File: src/rtl/boa_pkg.sv
// shared types, field widths and codes of the bitmap object allocator
package boa_pkg;

  // field widths
  localparam int TOT_W     = 13;  // object_total register
  localparam int SIZE_W    = 17;  // object_size register, request_length
  localparam int HINT_W    = 7;
  localparam int IDX_W     = 12;
  localparam int NEXT_W    = 8;
  localparam int STAT_W    = 3;
  localparam int CNT_W     = 13;  // free counter, holds any total minus two
  localparam int CFG_IDX_W = 2;
  localparam int IN_DATA_W  = 40;
  localparam int OUT_DATA_W = 32;

  // configuration register indexes
  localparam logic [CFG_IDX_W-1:0] REG_OBJECT_TOTAL = 2'd0;
  localparam logic [CFG_IDX_W-1:0] REG_OBJECT_SIZE  = 2'd1;

  // reset values of the configuration registers
  localparam logic [TOT_W-1:0]  OBJECT_TOTAL_RST = 13'd4096;
  localparam logic [SIZE_W-1:0] OBJECT_SIZE_RST  = 17'd2048;

  // request kinds
  localparam logic CMD_ALLOC = 1'b0;
  localparam logic CMD_FREE  = 1'b1;

  typedef enum logic [STAT_W-1:0] {
    ST_OK           = 3'd0,
    ST_TOO_LARGE    = 3'd1,
    ST_NO_MEM       = 3'd2,
    ST_NOT_FOUND    = 3'd3,
    ST_BAD_INDEX    = 3'd4,
    ST_ALREADY_FREE = 3'd5
  } status_t;

  typedef enum logic [2:0] {
    S_BUILD,
    S_IDLE,
    S_DECIDE,
    S_SCAN,
    S_FREE,
    S_DONE
  } state_t;

  // controller to datapath
  typedef struct packed {
    logic load_item;
    logic build_step;
    logic decide;
    logic scan;
    logic free_upd;
    logic res_load;
  } cmd_t;

  // datapath to controller
  typedef struct packed {
    logic rebuild;
    logic build_last;
    logic is_free;
    logic dec_early;
    logic scan_stop;
    logic res_free;
  } sts_t;

endpackage

File: src/rtl/boa_ctrl.sv
// sequencer of the bitmap object allocator
module boa_ctrl import boa_pkg::*; (
  input  logic clk,
  input  logic rst,
  input  logic in_valid,
  output logic in_ready,
  input  sts_t sts,
  output cmd_t cmd
);

  state_t state, state_next;

  always_ff @(posedge clk) begin
    if (rst) begin
      state <= S_BUILD;
    end else begin
      state <= state_next;
    end
  end

  always_comb begin
    state_next = state;
    cmd        = '0;
    in_ready   = 1'b0;
    unique case (state)
      S_BUILD: begin
        cmd.build_step = 1'b1;
        if (sts.build_last) state_next = S_IDLE;
      end
      S_IDLE: begin
        in_ready = !sts.rebuild;
        if (in_valid && !sts.rebuild) begin
          cmd.load_item = 1'b1;
          state_next    = S_DECIDE;
        end
      end
      S_DECIDE: begin
        cmd.decide = 1'b1;
        if (sts.dec_early) begin
          state_next = S_DONE;
        end else if (sts.is_free) begin
          state_next = S_FREE;
        end else begin
          state_next = S_SCAN;
        end
      end
      S_SCAN: begin
        cmd.scan = 1'b1;
        if (sts.scan_stop) state_next = S_DONE;
      end
      S_FREE: begin
        cmd.free_upd = 1'b1;
        state_next   = S_DONE;
      end
      S_DONE: begin
        if (sts.res_free) begin
          cmd.res_load = 1'b1;
          state_next   = S_IDLE;
        end
      end
      default: state_next = S_BUILD;
    endcase
    // a new pool total restarts the rebuild sweep
    if (sts.rebuild) state_next = S_BUILD;
  end

endmodule

File: config.mk
export PLATFORM = sky130hd
export DESIGN_NAME = boa_ctrl
export DESIGN_NICKNAME = d
export VERILOG_FILES = /design/src/rtl/boa_pkg.sv /design/src/rtl/boa_ctrl.sv
export SDC_FILE = /design/constraint.sdc
export NUM_CORES = 1
export LEC_CHECK = 0
export BUFFER_PORTS_ARGS = -buffer_cell sky130_fd_sc_hd__buf_2
export CAP_MARGIN = 30
export CELL_PAD_IN_SITES_DETAIL_PLACEMENT = 1
export CELL_PAD_IN_SITES_GLOBAL_PLACEMENT = 1
export CORE_AREA = 10 10 47 49
export DETAILED_ROUTE_END_ITERATION = 16
export DIE_AREA = 0 0 57 59
export PLACE_DENSITY_LB_ADDON = 0.25
export SYNTH_ARGS = -nofsm -noshare
export SYNTH_HDL_FRONTEND = slang
export SYNTH_SLANG_ARGS = --single-unit
File: constraint.sdc
create_clock -name clk -period 1.05 [get_ports clk]
set_input_delay 0.21 -clock clk [delete_from_list [all_inputs] [get_ports clk]]
set_output_delay 0.21 -clock clk [all_outputs]
set_load 0.01 [all_outputs]
Word-level counts from Yosys, hierarchy flattened
Cells that the tools add are included.
Operators by class
  reduce and logical (&&, ||, !) cells: 5
  eq/ne operators: 9
  muxes and demuxes: 16
Operators with widths (count)
  $mux 3: 6
  $pmux 3 s6: 1
  $mux 1: 9
  $ne 2x2->1 const B: 4
  $eq 3x2->1 const B: 2
  $eq 3x3->1 const B: 2
  $reduce_and 4->1: 1
  $eq 3x1->1 const B: 1
  $logic_not 3->1: 1
  $reduce_or 2->1: 1
  $logic_and 1x1->1: 1
  $logic_not 1->1: 1
Storage, ports and cells
  output and inout port bits: 7
  bits in registers: 3

Longest topological paths before layout
  depth after elaboration: 4
  gate-level depth with buffers: 5

Least setup slack after synthesis
OpenSTA, ideal clock, no wires.
  path kind: reg2out
  start: reg state[2]
  end: out cmd[5] (netlist bit)
  setup slack: -173 ps
  stages on the path, launching flop included: 5
  data arrival time: 1013 ps
  data required time: 840 ps
  cell sequence: dfxtp_1 > buf_4 > nand2b_4 > nor3_2 > and2_1
RTL lines
  start, declared: RTL line boa_ctrl.sv:11  | state_t state, state_next;
  start signal, assigned: RTL line boa_ctrl.sv:17  | state <= state_next;
  end, declared: RTL line boa_ctrl.sv:8  | output cmd_t cmd

==> summary.md <==
| Metric | Value |
|---|---|
| Critical path class | register to output pin |
| Initial antenna violation count | 0 |
| Critical Path Most Common Cell | buf_6 |
| Crit start category | register |
| Grt total ovfl | 0 |
| Asr flop ratio synth | 0% |
| Post-Syn Instances | 37 |
| FF+latch count, synth | 3 |
| Reg2Reg Depth | 7 |
| Hold_buf cts | 0 |
| Largest cells by area after synthesis | dfxtp_1 (21%), nor3_1 (10%), buf_6 (7.8%) |
| RR Startpoint | state[1]$_SDFFE_PP0P_ |
| Critical path's slowest cell | dfxtp_4 |
| IO Port Bufs | 15 |
| Worst slew pin tran | 247.6 ps |
| Std cell rows | 14 |
| Antenna cells | 0 |
| CP endpoint kind | output pin |
| Synth Flop Type | dfxtp_1 |
| Drt first pass iters | 2 |
| Drt total wl | 1445 um |
| CTS buffer count | 3 |
| RSZ-0062 raised after global routing | true |
| Largest Register | state |
| Bufs on Longest Clock Path | 2 |
| Critical-path maximum fanout | 5 |
| Hold endpoint | state[2]$_SDFFE_PP0P_ |
| Met3 wire len | 112 um |
| Fin. max-slew vios | 0 |
| Wire length per cell | 15.71 um |
| CTS root buf | clkbuf_4 |
| Worst Clk Skew | 0.3451 ps |
| Reg power frac | 24.8% |
| Switching pwr | 0.0001364 W |
| Pwr dens | 638.8 mW/mm2 |
| Register area share after synthesis | 20.78% |
| Starting Density | 20.62% |
| Status | finished, violations left |
| Fmax | 720.7 MHz |
| Vias in the first global route | 471 |
| Die height | 59 um |
| Largest regs | state (3) |
| Hold Path Class | input pin to register |
| Post-DP HPWL | 894.9 um |
| Met2 WL | 740 um |
| Worst r2r dst | state[0]$_SDFFE_PP0P_ |
| Rel. slew slack | 83.34% |
| Reg area | 71.32 um2 |
| Critical path's top delay family | flip-flops |
| Pin count of the biggest net entering global routing | 7 |
| Internal | 0.0003311 W |
| Leakage power | 0.3165 nW |
| Final Total Pwr | 0.0004675 W |
| Clock sink count | 3 |
| Routed Antenna Nets | 0 |
| Peak supply drop | 0.6491 mV |
| CTS clk-pin slew, worst paths | 40 ps |
| Fin util | 52.23% |
| Worst setup margin | -337.5 ps |
| DRC viols | 0 |
| Hold Path Stages | 2 |
| Combinational power share | 30.0% |
| Final Wtd Congestion | 0.7866 |
| Filler cells | 169 |
| Crit path required time | 840 ps |
| Min Tclk post-route | 1388 ps |
| Pre-CTS WS | -223.1 ps |
| Syn_area_per_cell | 7.812 um2 |
| CP max stage delay | 360 ps |
| Synthesis-to-finish area growth | 153.2% |
| Yosys warning total | 0 |
| Die ar. | 0.003363 mm2 |
| Failing checks | negative setup slack |
| Reg2reg setup slack | -240 ps |
| Post-synth top area share | 20.78% |
| M1 WL | 592 um |
| Share of layout cells above drive strength 1 | 81.58% |
| Worst Hold Launch | rst |
| Max reg flops | 3 |
| Core ar. | 0.001401 mm2 |
| Final count of hold timing violations | 0 |
| WP buf/inv | 2 |
| Tcrit/Tclk final | 132.1% |
| Fin Setup TNS | -2306 ps |
| Max Used Layer | met3 |
| Final setup fails | 10 |
| Fin nets | 86 |
| Gr usage total | 8.095% |
| Critical path cell sequence | buf_6 > nor3_4 > and2_4 > buf_6 |
| Mapped Nets | 46 |
| Die Width | 57 um |
| Multi-input logic area | 292.8 um2 |
| DRT iter0 DRCs | 8 |
| Max-Cap Viols | 0 |
| H-tree levels | 1 |
| Area of the mapped netlist | 289.0 um2 |
| Crit path DAT | 1180 ps |
| Clock share of power | 45.2% |
| Post-synth EDFFs | 0 |
| Boundary pin count | 16 |
| Switching share of power | 29.17% |
| Clock Latency Late Sink | 240 ps |
| Largest area contributor in the netlist | dfxtp_1 |
| Count of different cell masters after synthesis | 21 |
| Vias per cell | 4.630 |
| First-pass GRT wire length | 2235 um |
| Total number of vias | 426 |
| CTS tree | done |
==> worst max path at each step <==
stage / from / end / slack [ps] / cells past startpoint
floorplan: state[2]$_SDFFE_PP0P_ / cmd[5] / -90 / 4
global placement: state[1]$_SDFFE_PP0P_ / state[0]$_SDFFE_PP0P_ / -210 / 5
detailed placement: state[1]$_SDFFE_PP0P_ / state[0]$_SDFFE_PP0P_ / -220 / 5
CTS: state[2]$_SDFFE_PP0P_ / cmd[5] / -370 / 4
global route: state[1]$_SDFFE_PP0P_ / cmd[5] / -400 / 4
finish: state[1]$_SDFFE_PP0P_ / cmd[5] / -340 / 4
==> Yosys cell counts (2+ instances only) <==
cell / count
buf_6: 2
a31oi_1: 2
dfxtp_1: 3
nor3b_1: 2
nor2_1: 4
nor3_1: 6
a211oi_1: 2
inv_1: 2
nor4_1: 2
==> worst reg2reg max path, stage by stage (launching register included) <==
cell and delay (ps):
dfxtp_4 360, buf_4 140, buf_6 110, buf_6 110, nand2b_4 70, nor3b_4 50
a2111oi_4 190, o31a_1 200
==> layer usage <==
metal / vias up / GRT usage [%]
li1: 220 / -
met1: 192 / 9.785
met2: 14 / 12.71
met3: 0 / 3.648
met4: 0 / 2.013
met5: - / 0
==> repair_timing <==
action,in CTS,in global routing
buffers inserted,8,6
setup endpoints to repair,10,10
gates resized for setup,26,9
pin swaps,8,3
==> cell usage in the layout, fill, tap and decap left out, types with 2 or more instances in the layout <==
master	count
buf_6	14
nor2_1	2
buf_2	13
nand2b_4	2
nor3_4	2
inv_1	2
nor3_2	2
clkbuf_4	3
dfxtp_4	3
nand2_4	2
buf_4	11
nor3_1	3
a31oi_1	2
nor4_2	2
==> cells by family (layout without fill, tap and decap cells) <==
logic type | after synthesis | count (layout) | synth area share, %
AO/OA/AOI/OAI | 7 | 7 | 19.05
buffers and inverters | 6 | 45 | 14.72
flip-flops | 3 | 3 | 20.78
AND/OR/NAND/NOR | 21 | 21 | 45.45
==> cell type report <==
cell class                 instances  share of cell area [%]
tap                               16                   2.735
clock buffer                       4                   3.590
multi-input combinational         28                   40.00
inverter                           3                   2.222
sequential                         3                   9.744
timing repair buffer              38                   41.71
==> per-stage QoR <==
| step | std cells | hold WS (ps) | cell area [um2] |
|---|---|---|---|
| 2_1_floorplan | 37 | 281.0 | 324.1 |
| 3_3_place_gp | 74 | 433.3 | 452.9 |
| 3_5_place_dp | 74 | 427.5 | 452.9 |
| 4_1_cts | 86 | 196.8 | 649.4 |
| 5_1_grt | 92 | 205.0 | 732.0 |
| 6_report | 92 | 203.7 | 732.0 |
==> power by group through the flow <==
stage	logic (W)	registers [W]	clock network, W
after global placement	0.0000869	0.000126	0
after detailed placement	0.0000847	0.000125	0
final	0.000140	0.000116	0.000211
after CTS	0.000123	0.000116	0.000220
after floorplan	0.0000432	0.000122	0
after global routing	0.000150	0.000117	0.000226
No activity file was read; power rests on OpenSTA's default activity.
